## config.mk

```make
export PLATFORM = sky130hd
export DESIGN_NAME = tcp_port_trailer_extractor
export DESIGN_NICKNAME = d
export VERILOG_FILES = /design/src/tpte_pkg.sv /design/src/tpte_ram.sv /design/src/tpte_hdr.sv /design/src/tpte_emit.sv /design/src/tcp_port_trailer_extractor.sv
export SDC_FILE = /design/constraint.sdc
export NUM_CORES = 1
export LEC_CHECK = 0
export ABC_AREA = 1
export BUFFER_PORTS_ARGS = -buffer_cell sky130_fd_sc_hd__buf_2
export CAP_MARGIN = 20
export CELL_PAD_IN_SITES_DETAIL_PLACEMENT = 1
export CELL_PAD_IN_SITES_GLOBAL_PLACEMENT = 1
export CORE_ASPECT_RATIO = 0.6
export CORE_MARGIN = 2
export CORE_UTILIZATION = 40
export CTS_CLUSTER_SIZE = 8
export DETAILED_ROUTE_END_ITERATION = 16
export GPL_TIMING_DRIVEN = 1
export PLACE_DENSITY_LB_ADDON = 0.1
export SETUP_SLACK_MARGIN = 0.4
export SYNTH_ARGS = -nofsm -noshare
export SYNTH_HDL_FRONTEND = slang
export SYNTH_SLANG_ARGS = --single-unit
```

## constraint.sdc

```tcl
create_clock -name clock -period 7.77 [get_ports clock]
set_input_delay 1.554 -clock clock [delete_from_list [all_inputs] [get_ports clock]]
set_output_delay 1.554 -clock clock [all_outputs]
set_load 0.02 [all_outputs]
```

## src/tpte_pkg.sv

```systemverilog
package tpte_pkg;

   // sizing
   localparam int FEATURE_WORDS   = 27;
   localparam int MAX_FRAME_BYTES = 2048;
   localparam int RING_BYTES      = 4 * FEATURE_WORDS;
   localparam int RING_AW         = $clog2(RING_BYTES);
   localparam int RCNT_W          = $clog2(RING_BYTES + 1);
   localparam int POS_W           = $clog2(MAX_FRAME_BYTES + 1);
   localparam int LEN_W           = 12;
   localparam int WIDX_W          = 6;
   localparam int CSR_AW          = 3;
   localparam int CSR_DW          = 32;

   // header byte positions and sizes
   localparam int ETH_TYPE_POS    = 12;
   localparam int IP_VIHL_POS     = 14;
   localparam int IP_PROTO_POS    = 23;
   localparam int ETH_HDR_BYTES   = 14;
   localparam int MIN_HDR_BYTES   = 20;
   localparam int TCP_SPORT_OFS   = 0;
   localparam int TCP_DPORT_OFS   = 2;
   localparam int TCP_DOFF_OFS    = 12;

   localparam logic [15:0] ETHERTYPE_IPV4 = 16'h0800;
   localparam logic [3:0]  IP_VERSION_4   = 4'd4;
   localparam logic [3:0]  MIN_HDR_WORDS  = 4'd5;
   localparam logic [7:0]  IP_PROTO_TCP   = 8'd6;

   // result status codes
   localparam logic [1:0] STATUS_NONE = 2'd0;
   localparam logic [1:0] STATUS_FAIL = 2'd1;
   localparam logic [1:0] STATUS_WORD = 2'd2;

   // register map, index taken from paddr bit 2
   localparam logic REG_MATCH_PORT    = 1'b0;
   localparam logic REG_MIN_FRAME_LEN = 1'b1;

   localparam logic [15:0]      MATCH_PORT_RESET    = 16'd1507;
   localparam logic [LEN_W-1:0] MIN_FRAME_LEN_RESET = 12'd150;

   typedef struct packed {
      logic [POS_W-1:0] len;
      logic [15:0]      frame_type;
      logic [7:0]       ver_ihl;
      logic [7:0]       proto;
      logic [15:0]      sport;
      logic [15:0]      dport;
      logic [3:0]       offset;
   } hdr_type;

endpackage

```

## src/tpte_ram.sv

```systemverilog
module tpte_ram #(
   parameter int WIDTH = 8,
   parameter int DEPTH = 108
) (
   input  logic                     clock,
   input  logic                     wr_en,
   input  logic [$clog2(DEPTH)-1:0] wr_addr,
   input  logic [WIDTH-1:0]         wr_data,
   input  logic                     rd_en,
   input  logic [$clog2(DEPTH)-1:0] rd_addr,
   output logic [WIDTH-1:0]         rd_data
);

   logic [WIDTH-1:0] mem_ff [DEPTH];
   logic [WIDTH-1:0] rd_data_ff;

   always_ff @(posedge clock) begin
      if (wr_en) begin
         mem_ff[wr_addr] <= wr_data;
      end
      if (rd_en) begin
         rd_data_ff <= mem_ff[rd_addr];
      end
   end

   assign rd_data = rd_data_ff;

endmodule

```

## src/tpte_hdr.sv

```systemverilog
module tpte_hdr (
   input  logic              clock,
   input  logic              reset,
   input  logic              byte_valid,
   input  logic [7:0]        frame_byte,
   input  logic              clear,
   output tpte_pkg::hdr_type hdr
);
   import tpte_pkg::*;

   hdr_type           hdr_ff;
   hdr_type           hdr_in;
   logic [3:0]        ihl_eff;
   logic [6:0]        tcp_pos;
   logic [LEN_W-1:0]  pos12;
   logic [LEN_W-1:0]  tcp12;

   always_comb begin
      hdr_in  = hdr_ff;
      pos12   = LEN_W'(hdr_ff.len);
      // ihl written by this byte already moves the tcp header
      ihl_eff = (pos12 == LEN_W'(IP_VIHL_POS)) ? frame_byte[3:0] : hdr_ff.ver_ihl[3:0];
      tcp_pos = 7'(ETH_HDR_BYTES) + {1'b0, ihl_eff, 2'b00};
      tcp12   = LEN_W'(tcp_pos);
      if (clear) begin
         hdr_in = '0;
      end else if (byte_valid && hdr_ff.len < POS_W'(MAX_FRAME_BYTES)) begin
         hdr_in.len = hdr_ff.len + 1'b1;
         if (pos12 == LEN_W'(ETH_TYPE_POS)) hdr_in.frame_type[15:8] = frame_byte;
         if (pos12 == LEN_W'(ETH_TYPE_POS + 1)) hdr_in.frame_type[7:0] = frame_byte;
         if (pos12 == LEN_W'(IP_VIHL_POS)) hdr_in.ver_ihl = frame_byte;
         if (pos12 == LEN_W'(IP_PROTO_POS)) hdr_in.proto = frame_byte;
         if (pos12 == tcp12 + LEN_W'(TCP_SPORT_OFS)) hdr_in.sport[15:8] = frame_byte;
         if (pos12 == tcp12 + LEN_W'(TCP_SPORT_OFS + 1)) hdr_in.sport[7:0] = frame_byte;
         if (pos12 == tcp12 + LEN_W'(TCP_DPORT_OFS)) hdr_in.dport[15:8] = frame_byte;
         if (pos12 == tcp12 + LEN_W'(TCP_DPORT_OFS + 1)) hdr_in.dport[7:0] = frame_byte;
         if (pos12 == tcp12 + LEN_W'(TCP_DOFF_OFS)) hdr_in.offset = frame_byte[7:4];
      end
   end

   always_ff @(posedge clock) begin
      if (reset) begin
         hdr_ff <= '0;
      end else begin
         hdr_ff <= hdr_in;
      end
   end

   assign hdr = hdr_ff;

endmodule

```

## src/tpte_emit.sv

```systemverilog
module tpte_emit (
   input  logic                          clock,
   input  logic                          reset,
   input  logic                          byte_valid,
   input  logic                          last_byte,
   input  tpte_pkg::hdr_type             hdr,
   input  logic [15:0]                   match_port,
   input  logic [tpte_pkg::LEN_W-1:0]    min_frame_len,
   input  logic [tpte_pkg::RING_AW-1:0]  ring_ptr,
   output logic                          rd_en,
   output logic [tpte_pkg::RING_AW-1:0]  rd_addr,
   input  logic [7:0]                    rd_data,
   output logic                          hdr_clear,
   output logic                          busy,
   output logic                          rsp_valid,
   input  logic                          rsp_stall,
   output logic [1:0]                    rsp_status,
   output logic [tpte_pkg::WIDX_W-1:0]   rsp_word_index,
   output logic [31:0]                   rsp_feature_word,
   output logic                          rsp_last
);
   import tpte_pkg::*;

   typedef enum logic [1:0] {ST_RUN, ST_JUDGE, ST_DRAIN} state_type;

   localparam logic [WIDX_W-1:0] LAST_WIDX = WIDX_W'(FEATURE_WORDS - 1);

   state_type          state_ff, state_in;
   logic [RING_AW-1:0] rd_addr_ff, rd_addr_in;
   logic [RCNT_W-1:0]  rd_cnt_ff, rd_cnt_in;
   logic               rd_pend_ff, rd_pend_in;
   logic [31:0]        acc_ff, acc_in;
   logic [2:0]         acc_n_ff, acc_n_in;
   logic [WIDX_W-1:0]  widx_ff, widx_in;
   logic               rsp_valid_ff, rsp_valid_in;
   logic [1:0]         rsp_status_ff, rsp_status_in;
   logic [WIDX_W-1:0]  rsp_widx_ff, rsp_widx_in;
   logic [31:0]        rsp_word_ff, rsp_word_in;
   logic               rsp_last_ff, rsp_last_in;

   logic               slot_free;
   logic               issue;
   logic               load_word;
   logic [5:0]         ip_hlen;
   logic [5:0]         tcp_hdr_len;
   logic [7:0]         tcp_end;
   logic [LEN_W-1:0]   len12;
   logic               cand;
   logic               fail;

   // frame verdict from the captured header
   always_comb begin
      len12       = LEN_W'(hdr.len);
      ip_hlen     = {hdr.ver_ihl[3:0], 2'b00};
      tcp_hdr_len = {hdr.offset, 2'b00};
      tcp_end     = 8'(ETH_HDR_BYTES) + 8'(ip_hlen) + 8'(tcp_hdr_len);
      cand = (hdr.frame_type == ETHERTYPE_IPV4) &&
             (hdr.ver_ihl[7:4] == IP_VERSION_4) &&
             (hdr.ver_ihl[3:0] >= MIN_HDR_WORDS) &&
             (hdr.proto == IP_PROTO_TCP) &&
             (len12 >= LEN_W'(ETH_HDR_BYTES) + LEN_W'(ip_hlen) + LEN_W'(MIN_HDR_BYTES)) &&
             ((hdr.sport == match_port) || (hdr.dport == match_port));
      fail = (hdr.offset < MIN_HDR_WORDS) ||
             (len12 <= LEN_W'(tcp_end)) ||
             (len12 < min_frame_len) ||
             (len12 < LEN_W'(tcp_end) + LEN_W'(RING_BYTES));
   end

   assign slot_free = !rsp_valid_ff || !rsp_stall;
   assign issue     = (state_ff == ST_DRAIN) && (rd_cnt_ff < RCNT_W'(RING_BYTES)) &&
                      ((acc_n_ff + 3'(rd_pend_ff)) < 3'd4);
   assign load_word = (state_ff == ST_DRAIN) && (acc_n_ff == 3'd4) && slot_free;

   always_comb begin
      state_in      = state_ff;
      rd_addr_in    = rd_addr_ff;
      rd_cnt_in     = rd_cnt_ff;
      acc_in        = acc_ff;
      acc_n_in      = acc_n_ff;
      widx_in       = widx_ff;
      rsp_valid_in  = rsp_valid_ff;
      rsp_status_in = rsp_status_ff;
      rsp_widx_in   = rsp_widx_ff;
      rsp_word_in   = rsp_word_ff;
      rsp_last_in   = rsp_last_ff;
      hdr_clear     = 1'b0;

      if (slot_free) begin
         rsp_valid_in = 1'b0;
      end

      case (state_ff)
         ST_RUN: begin
            if (byte_valid && last_byte) begin
               state_in = ST_JUDGE;
            end
         end
         ST_JUDGE: begin
            if (cand && !fail) begin
               state_in   = ST_DRAIN;
               hdr_clear  = 1'b1;
               rd_addr_in = ring_ptr;
               rd_cnt_in  = '0;
               acc_n_in   = '0;
               widx_in    = '0;
            end else if (slot_free) begin
               state_in      = ST_RUN;
               hdr_clear     = 1'b1;
               rsp_valid_in  = 1'b1;
               rsp_status_in = cand ? STATUS_FAIL : STATUS_NONE;
               rsp_widx_in   = '0;
               rsp_word_in   = '0;
               rsp_last_in   = 1'b1;
            end
         end
         ST_DRAIN: begin
            if (load_word) begin
               rsp_valid_in  = 1'b1;
               rsp_status_in = STATUS_WORD;
               rsp_widx_in   = widx_ff;
               rsp_word_in   = acc_ff;
               rsp_last_in   = (widx_ff == LAST_WIDX);
               acc_n_in      = '0;
               widx_in       = widx_ff + 1'b1;
               if (widx_ff == LAST_WIDX) begin
                  state_in = ST_RUN;
               end
            end
         end
         default: begin
            state_in = ST_RUN;
         end
      endcase

      // oldest byte first, wrapping around the ring
      if (issue) begin
         rd_addr_in = (rd_addr_ff == RING_AW'(RING_BYTES - 1)) ? '0 : rd_addr_ff + 1'b1;
         rd_cnt_in  = rd_cnt_ff + 1'b1;
      end
      rd_pend_in = issue;
      if (rd_pend_ff) begin
         acc_in   = {acc_ff[23:0], rd_data};
         acc_n_in = acc_n_ff + 1'b1;
      end
   end

   always_ff @(posedge clock) begin
      if (reset) begin
         state_ff     <= ST_RUN;
         rd_cnt_ff    <= '0;
         rd_pend_ff   <= 1'b0;
         acc_n_ff     <= '0;
         widx_ff      <= '0;
         rsp_valid_ff <= 1'b0;
      end else begin
         state_ff     <= state_in;
         rd_cnt_ff    <= rd_cnt_in;
         rd_pend_ff   <= rd_pend_in;
         acc_n_ff     <= acc_n_in;
         widx_ff      <= widx_in;
         rsp_valid_ff <= rsp_valid_in;
      end
      rd_addr_ff    <= rd_addr_in;
      acc_ff        <= acc_in;
      rsp_status_ff <= rsp_status_in;
      rsp_widx_ff   <= rsp_widx_in;
      rsp_word_ff   <= rsp_word_in;
      rsp_last_ff   <= rsp_last_in;
   end

   assign rd_en            = issue;
   assign rd_addr          = rd_addr_ff;
   assign busy             = (state_ff != ST_RUN);
   assign rsp_valid        = rsp_valid_ff;
   assign rsp_status       = rsp_status_ff;
   assign rsp_word_index   = rsp_widx_ff;
   assign rsp_feature_word = rsp_word_ff;
   assign rsp_last         = rsp_last_ff;

`ifndef NO_ASSERTIONS
   a_acc_bound: assert property (@(posedge clock) disable iff (reset)
      acc_n_ff <= 3'd4)
      else $error("word assembler holds more than four bytes");

   a_pend_in_drain: assert property (@(posedge clock) disable iff (reset)
      rd_pend_ff |-> state_ff == ST_DRAIN)
      else $error("ring read data arrived outside of drain");

   a_read_bound: assert property (@(posedge clock) disable iff (reset)
      rd_cnt_ff <= RCNT_W'(RING_BYTES))
      else $error("more ring reads than trailer bytes");

   a_drain_ends: assert property (@(posedge clock) disable iff (reset)
      (load_word && widx_ff == LAST_WIDX) |=> state_ff == ST_RUN)
      else $error("drain did not end after the final word");
`endif

endmodule

```

## src/tcp_port_trailer_extractor.sv

```systemverilog
// Byte-wide frame parser: one frame byte per transaction with a last-byte flag.
// Within a frame a byte is taken every cycle. After the final byte the block
// holds req_stall while it judges the header (ethertype, IPv4 version/IHL/
// protocol, TCP ports and data offset against match_port and min_frame_len).
// A non-candidate or a failed candidate yields one status transaction and
// input resumes as soon as the output register has room. A good candidate
// yields FEATURE_WORDS big-endian words built from the last 4*FEATURE_WORDS
// bytes; these are read back from the trailer ram, four reads and one output
// load per word, with req_stall held high throughout and output backpressure
// able to hold the drain. The ring needs no clearing pass after reset.
module tcp_port_trailer_extractor (
   input  logic                          clock,
   input  logic                          reset,
   // input transactions
   input  logic                          req_valid,
   output logic                          req_stall,
   input  logic [7:0]                    req_frame_byte,
   input  logic                          req_last_byte,
   // result transactions
   output logic                          rsp_valid,
   input  logic                          rsp_stall,
   output logic [1:0]                    rsp_status,
   output logic [5:0]                    rsp_word_index,
   output logic [31:0]                   rsp_feature_word,
   output logic                          rsp_last,
   // register port
   input  logic                          csr_psel,
   input  logic                          csr_penable,
   input  logic                          csr_pwrite,
   input  logic [tpte_pkg::CSR_AW-1:0]   csr_paddr,
   input  logic [tpte_pkg::CSR_DW-1:0]   csr_pwdata,
   output logic [tpte_pkg::CSR_DW-1:0]   csr_prdata,
   output logic                          csr_pready
);
   import tpte_pkg::*;

   logic               req_acc;
   logic               csr_wr;
   logic [15:0]        match_port_ff, match_port_in;
   logic [LEN_W-1:0]   min_len_ff, min_len_in;
   logic [RING_AW-1:0] ring_ptr_ff, ring_ptr_in;
   hdr_type            hdr;
   logic               hdr_clear;
   logic               rd_en;
   logic [RING_AW-1:0] rd_addr;
   logic [7:0]         rd_data;
   logic               busy;

   // a byte moves when offered and not held back
   assign req_acc   = req_valid && !req_stall;
   assign req_stall = busy;

   // register port, zero wait states
   assign csr_pready = 1'b1;
   assign csr_wr     = csr_psel && csr_penable && csr_pwrite && csr_pready;

   always_comb begin
      match_port_in = match_port_ff;
      min_len_in    = min_len_ff;
      if (csr_wr) begin
         case (csr_paddr[2])
            REG_MATCH_PORT:    match_port_in = csr_pwdata[15:0];
            REG_MIN_FRAME_LEN: min_len_in    = csr_pwdata[LEN_W-1:0];
            default:           match_port_in = match_port_ff;
         endcase
      end
   end

   always_comb begin
      case (csr_paddr[2])
         REG_MATCH_PORT:    csr_prdata = CSR_DW'(match_port_ff);
         REG_MIN_FRAME_LEN: csr_prdata = CSR_DW'(min_len_ff);
         default:           csr_prdata = '0;
      endcase
   end

   // ring write pointer runs across frames, every byte lands in the ring
   always_comb begin
      ring_ptr_in = ring_ptr_ff;
      if (req_acc) begin
         ring_ptr_in = (ring_ptr_ff == RING_AW'(RING_BYTES - 1)) ? '0 : ring_ptr_ff + 1'b1;
      end
   end

   always_ff @(posedge clock) begin
      if (reset) begin
         match_port_ff <= MATCH_PORT_RESET;
         min_len_ff    <= MIN_FRAME_LEN_RESET;
         ring_ptr_ff   <= '0;
      end else begin
         match_port_ff <= match_port_in;
         min_len_ff    <= min_len_in;
         ring_ptr_ff   <= ring_ptr_in;
      end
   end

   // trailer ring: written while bytes stream, read only during a drain
   tpte_ram #(
      .WIDTH(8),
      .DEPTH(RING_BYTES)
   ) u_ring (
      .clock   (clock),
      .wr_en   (req_acc),
      .wr_addr (ring_ptr_ff),
      .wr_data (req_frame_byte),
      .rd_en   (rd_en),
      .rd_addr (rd_addr),
      .rd_data (rd_data)
   );

   // header field capture and position count
   tpte_hdr u_hdr (
      .clock      (clock),
      .reset      (reset),
      .byte_valid (req_acc),
      .frame_byte (req_frame_byte),
      .clear      (hdr_clear),
      .hdr        (hdr)
   );

   // verdict, ring drain and output register
   tpte_emit u_emit (
      .clock            (clock),
      .reset            (reset),
      .byte_valid       (req_acc),
      .last_byte        (req_last_byte),
      .hdr              (hdr),
      .match_port       (match_port_ff),
      .min_frame_len    (min_len_ff),
      .ring_ptr         (ring_ptr_ff),
      .rd_en            (rd_en),
      .rd_addr          (rd_addr),
      .rd_data          (rd_data),
      .hdr_clear        (hdr_clear),
      .busy             (busy),
      .rsp_valid        (rsp_valid),
      .rsp_stall        (rsp_stall),
      .rsp_status       (rsp_status),
      .rsp_word_index   (rsp_word_index),
      .rsp_feature_word (rsp_feature_word),
      .rsp_last         (rsp_last)
   );

endmodule
```

* Yosys cells after proc, flatten, opt, wreduce, memory -nomap -nowiden
Memory sizes are Yosys's and may differ from the RTL's. A register that Yosys moved wholly into a read port is not among the register bits.
Index checks and enable logic that the tools add are counted.
** Word-level totals
- Register bits :: 215
- RAM bits :: 864
- Output and inout port bits :: 76
- Word-level logic and storage cells :: 179
- Memories :: 1
** Memories
- u_ring.mem_ff :: words 108, bits a word 8, read ports 1, clocked after Yosys merged registers in 1, write ports 1, line tpte_ram.sv:14 : logic [WIDTH-1:0] mem_ff [DEPTH];
** Cells by class
- Add/subtract/negate cells :: 17
- Order comparisons :: 9
- Equal/unequal tests :: 29
- Mux-type cells :: 50
- Bitwise operators :: 1
- Reduce and logical (&&, ||, !) cells :: 47
** Operators with widths (number)
- case mux 32 bit (2 select lines) :: 2
- two-way mux 32 bit :: 3
- two-way mux 7 bit :: 8
- == test 12 bit :: 4
- == test 12 x 4 -> 1 bit, second input constant :: 3
- == test 16 bit :: 2
- two-way mux 6 bit :: 5
- < comparator 12 bit :: 2
- case mux 6 bit (2 select lines) :: 2
- AND reduction 2 bit :: 12
- adder 4 x 6 -> 7 bit, first input constant :: 3
- adder 7 x 1 -> 7 bit, second input constant :: 3
- adder 7 x 2 -> 8 bit, second input constant :: 2
- == test 16 x 12 -> 1 bit, second input constant :: 1
- two-way mux 2 bit :: 8
- logical AND 1 bit :: 15
- == test 7 bit, second input constant :: 2
- two-way mux 1 bit :: 13
- adder 12 x 1 -> 12 bit, second input constant :: 1
- adder 12 x 5 -> 12 bit, second input constant :: 1
- == test 12 x 5 -> 1 bit, second input constant :: 1
- == test 12 x 7 -> 1 bit :: 1
- greater-or-equal comparator 12 bit :: 1
- <= comparator 12 x 8 -> 1 bit :: 1
- 36 further kinds :: 57

* Depth between registers and ports, before layout
- Depth after elaboration :: 11
- Mapped depth :: 26
- Depth with buffers taken out :: 25

* Cells and area by module
A second synthesis with hierarchy kept.
** Unflattened totals
- Cells, all modules :: 4455
- Area total of the unflattened synthesis :: 47071.4 um2
** By module, submodules not included
- tpte_ram :: times used 1, cells each 2999, area an instance 35532.8 um2
- tpte_emit :: times used 1, cells each 685, area an instance 5874.4 um2
- tpte_hdr :: times used 1, cells each 532, area an instance 3910.0 um2
- tcp_port_trailer_extractor :: times used 1, cells each 239, area an instance 1754.2 um2

* Worst setup path before layout
OpenSTA, ideal clock, no wires.
- Kind :: register to register
- Start :: reg u_hdr.hdr_ff (netlist bit u_hdr.hdr[44])
- End :: reg u_emit.rsp_word_ff[0] (netlist: u_emit.rsp_feature_word[0]), enable pin
- Data arrival time :: 7.027 ns
- Setup slack :: 0.201 ns
- Stages on the path, launching flop included :: 22
- Buffers on the path :: 0
- Clock period less this slack :: 7.569 ns
- Path through :: dfxtp_1 -> inv_1 -> ha_1 -> nor2_1 -> nor2_1 -> ha_1 -> nand2_1 -> nor2_1 -> a211oi_1 -> xor2_1 -> nand2_1 -> nor2_1 -> xor2_1 -> ha_1 -> a21oi_1 -> o31ai_1 -> nand2_1 -> and3_1 -> nor2_1 -> nand4_2 -> inv_1 -> nor4_1
** On the way
- Cells in the longest elaborated chain, start to end :: 10
- Elaborated cells on any way between the ends :: 20
- Those cells by class :: 5 x add/sub; 4 x order compare; 1 x eq/ne; 10 x reduce/logical
** Ends and longest elaborated chain
- from (decl) :: line tpte_hdr.sv:11 : hdr_type hdr_ff;
- from (signal assigned) :: line tpte_hdr.sv:45 : hdr_ff <= hdr_in;
- branches (longest 7 deep; another with < comparator 12 bit)
- logical AND 1 bit (*) :: line tpte_emit.sv:99 : if (cand && !fail) begin
- inequality test 2 bit (no line) (*)
- AND reduction 4 bit (no line) (*)
- to (signal assigned) :: line tpte_emit.sv:167 : rsp_word_ff <= rsp_word_in;
- to (decl) :: line tpte_emit.sv:38 : logic [31:0] rsp_word_ff, rsp_word_in;
Mark *: on every way between the ends.
A chain may end at the register's enable or synchronous reset.

* Worst setup path after layout
- Start :: reg u_hdr.hdr_ff (netlist bit u_hdr.hdr[44])
- End :: reg u_hdr.hdr_ff (netlist bit u_hdr.hdr[37])
** On the way
- Cells in the longest elaborated chain, start to end :: 11
- Elaborated cells on any way between the ends :: 21
- Those cells by class :: 5 x add/sub; 4 x order compare; 2 x mux; 10 x reduce/logical
** Ends and longest elaborated chain
- branches (longest 7 deep; another with < comparator 12 bit)
- logical AND 1 bit (*) :: line tpte_emit.sv:99
- two-way mux 1 bit (*) :: line tpte_emit.sv:99
- two-way mux 1 bit (*) :: line tpte_emit.sv:92 : case (state_ff)
- OR reduction 2 bit (no line) (*)
Marked as above.

==> reports/metrics.cfg <==
[critical_path]
reg2reg_depth=22
r2r_start=u_hdr.hdr[44]$_SDFFE_PP0P_
crit_type=reg -> reg
crit_arrival_ns=6.23
crit_fanout=52
cp-start-kind=flip-flop
r2r_end=u_hdr.hdr[37]$_SDFFE_PP0P_
cp_common_cell=nor2_1
critPathMaxStageDelay_ns=0.58
r2r_slack_ns=2.14
cp_slowest_cell=buf_4
end_kind=flip-flop
cp_cell_sequence=inv_1 -> ha_1 -> nor2_1 -> nor2_1 -> ha_1 -> nand2_1 -> nor2_1 -> a211oi_1 -> xor2_1 -> nand2_1 -> nor2_1 -> xor2_1 -> ha_1 -> inv_1 -> o31ai_1 -> nand2_1 -> and3_1 -> nor2_1 -> nand4_2 -> nand2_2 -> buf_4 -> nor2_1
crit_path_end=u_hdr.hdr[37]$_SDFFE_PP0P_
cp.required_ns=8.38
crit_start=u_hdr.hdr[44]$_SDFFE_PP0P_

[sta]
rsz0062_at_grt=no
finClkSkew_ns=0.0213
slew_violations=0
finalSetupTns_ns=0
post-route-period-util_pct=72.4
setup_viol=0
worst_pin_slew_ns=1.15
hold_violations=0
whs_ns=0.437
fmax_mhz=178
period_needed_ns=5.63
maxSlewHeadroom_pct=23.1

[synth]
synth_top_cell_area_share_pct=63.4
postSynthAreaPerCell_um2=11.5
yosys-top-cells-area=edfxtp_1 (63%), nor2_1 (6.2%), dfxtp_1 (6.0%)
yosys_warnings=0
synthCells=3935
synth_edf_count=952
synth_commonest_cells=edfxtp_1 (952), nor2_1 (739), o21ai_0 (495)
yosysUniqueCellTypes=49
synthesis.area_um2=45100
yosys.cell_count.top_type=edfxtp_1
synth-async-reset-ratio_pct=0
synth_top_area_cell=edfxtp_1
synth_ff_type=edfxtp_1
synth_seq_cells=1087
synth_seq_area_share_pct=69.4

[grt]
grt_pass1_wl_um=204000
grt_pass1_vias=30700
grt_overflow=0
antenna_found_initial=6
grt_use_total_pct=23.6
grt_max_degree=162

[finish]
drive_gt1_share_pct=8.70
fillers=11700
area_delta_synth_final_pct=13.6
antennaDiodeCount=0
nets=4104
final_area_um2=51200

[placement]
hpwl_um=82800
port_buffers=91
gp_congestion=0.841
placed_area_um2=47000

[detailed_routing]
routedWlPerCell_um=24.6
drc=0
first_pass_iters=5
drtAntennaViolNets=0
route.final.wire_length_um=137000
drt_iter0_drc=2789
via_per_inst=5.53
route.vias.total=30800

[die]
ios=127
die_area_um2=116000
initial_core_util_pct=40.3
die-height_um=264
rows=95
fp.dieW_um=437
coreArea_um2=112000

[run]
maxCapViolations=0

[hold_path]
hold_class=reg -> reg
holdPathStages=0

[power_and_ir_drop]
total_power_mw=12.8
irDropWorstVdd_mv=0.171
leakage_nw=17.4
power.density_nw_per_um2=251

[cts]
path_clk_slew_ns=0.05
cts_num_sinks=1087
cts_setup_buffers=0
insertion_delay_ns=0.76
ctsLongestPathBuffers=3
post_cts_resized=0
cts-root-buf=clkbuf_16
cts_made_buffers=153
hold_buffers=0
cts_max_level=4
cts_tree=built

[status]
status=complete, no violations

[worst min path at each step]
stage / start / endpoint / slack (ns)
after floorplan: u_ring.rd_data[0]$_DFFE_PP_ / u_emit.acc_ff[0]$_DFFE_PP_ / 0.40
after CTS: u_emit.acc_ff[1]$_DFFE_PP_ / u_emit.acc_ff[9]$_DFFE_PP_ / 0.44
after detailed placement: u_ring.rd_data[0]$_DFFE_PP_ / u_emit.acc_ff[0]$_DFFE_PP_ / 0.43
after global placement: u_ring.rd_data[2]$_DFFE_PP_ / u_emit.acc_ff[2]$_DFFE_PP_ / 0.41
final: u_emit.acc_ff[1]$_DFFE_PP_ / u_emit.acc_ff[9]$_DFFE_PP_ / 0.44
after global routing: u_emit.acc_ff[1]$_DFFE_PP_ / u_emit.acc_ff[9]$_DFFE_PP_ / 0.44
[cell families after synthesis]
family,after synthesis,synth area share (%)
AO/OA/AOI/OAI,903,11.4
other,2,0.0167
flip-flops,1087,69.4
adder cells (fa/ha/maj),54,1.52
XOR/XNOR,48,0.932
AND/OR/NAND/NOR,1409,12.9
buffers and inverters,432,3.82
[area by class of cell]
cell class	count	area (um^2)	area share (%)
clock buffer	201	4050	7.91
clock inverter	13	189	0.369
sequential	1087	31300	61.1
multi-input combinational	2431	12200	23.8
timing repair buffer	136	901	1.76
inverter	190	726	1.42
tap	1503	1880	3.67
[layout by cell type, fill, tap and decap left out, types with 5 or more instances in the layout]
cell type	Yosys	final
o221ai_1	85	85
xor2_1	25	25
nand3_1	148	147
nor3b_1	8	8
clkbuf_1	197	46
nor3_1	22	21
nor2_1	739	738
buf_4	19	46
inv_2	7	9
dfxtp_1	135	134
clkbuf_16	0	155
a31oi_1	11	11
nand4_1	46	46
conb_1	2	17
nand3_2	7	8
o22ai_1	133	133
nor4_1	7	6
or2_2	5	5
o211ai_1	19	19
nand2_1	404	403
nand2_2	6	7
inv_6	0	6
buf_12	0	7
edfxtp_1	952	952
ha_1	53	52
buf_2	13	83
a211oi_1	6	6
xnor2_1	23	23
o21ai_0	495	495
a21oi_1	140	140
inv_1	178	175
[worst max-delay path, delay by kind of cell (launching register included)]
kind | cells | cell delay (ns)
xor gates and xnor gates | 2 | 0.49
adders and majority gates | 3 | 0.92
AOI/OAI and AO/OA | 2 | 0.54
and+or+nand+nor | 12 | 2.24
DFF | 1 | 0.41
buffers and inverters | 3 | 0.81
[routing by layer]
metal  global-route usage [%]  up-vias  part of all wire (%)
li1                         -    14200                     -
met4                     6.24        0                   1.8
met1                     38.5    15600                    52
met5                        0        -                     0
met3                     4.70      164                   7.0
met2                     31.3      852                    39
[report_power, final]
| part | internal (mW) | leakage (nW) | switching (mW) |
|---|---|---|---|
| clock network | 3.61 | 2.05 | 2.52 |
| registers | 6.38 | 9.69 | 0.0175 |
| logic | 0.0511 | 5.65 | 0.249 |
| total | 10.0 | 17.4 | 2.78 |
[flip-flops by register name (all words and copies together), names as in the netlist]
signal and count:
u_ring.rd_data 8, u_ring.mem_ff 864, u_emit.state_ff 2, u_emit.rsp_feature_word 32
u_emit.rsp_word_index 6, u_hdr.hdr 68, u_emit.rsp_valid 1, u_emit.rd_addr 7
u_emit.acc_ff 32, min_len_ff 12, u_emit.rsp_status 2, u_emit.acc_n_ff 3
u_emit.rd_cnt_ff 7, u_emit.widx_ff 6, u_emit.rsp_last 1, ring_ptr_ff 7
match_port_ff 16, u_hdr.pos12 12, u_emit.rd_pend_ff 1
[stage by stage]
step	setup WS, ns	cells	utilization, %
2_1_floorplan	1.93	3950	-
3_3_place_gp	2.36	5347	42.0
3_5_place_dp	2.22	5347	42.0
4_1_cts	2.17	5561	45.8
5_1_grt	1.65	5561	45.8
6_report	2.14	5561	45.8
No activity file was read; power rests on OpenSTA's default activity.
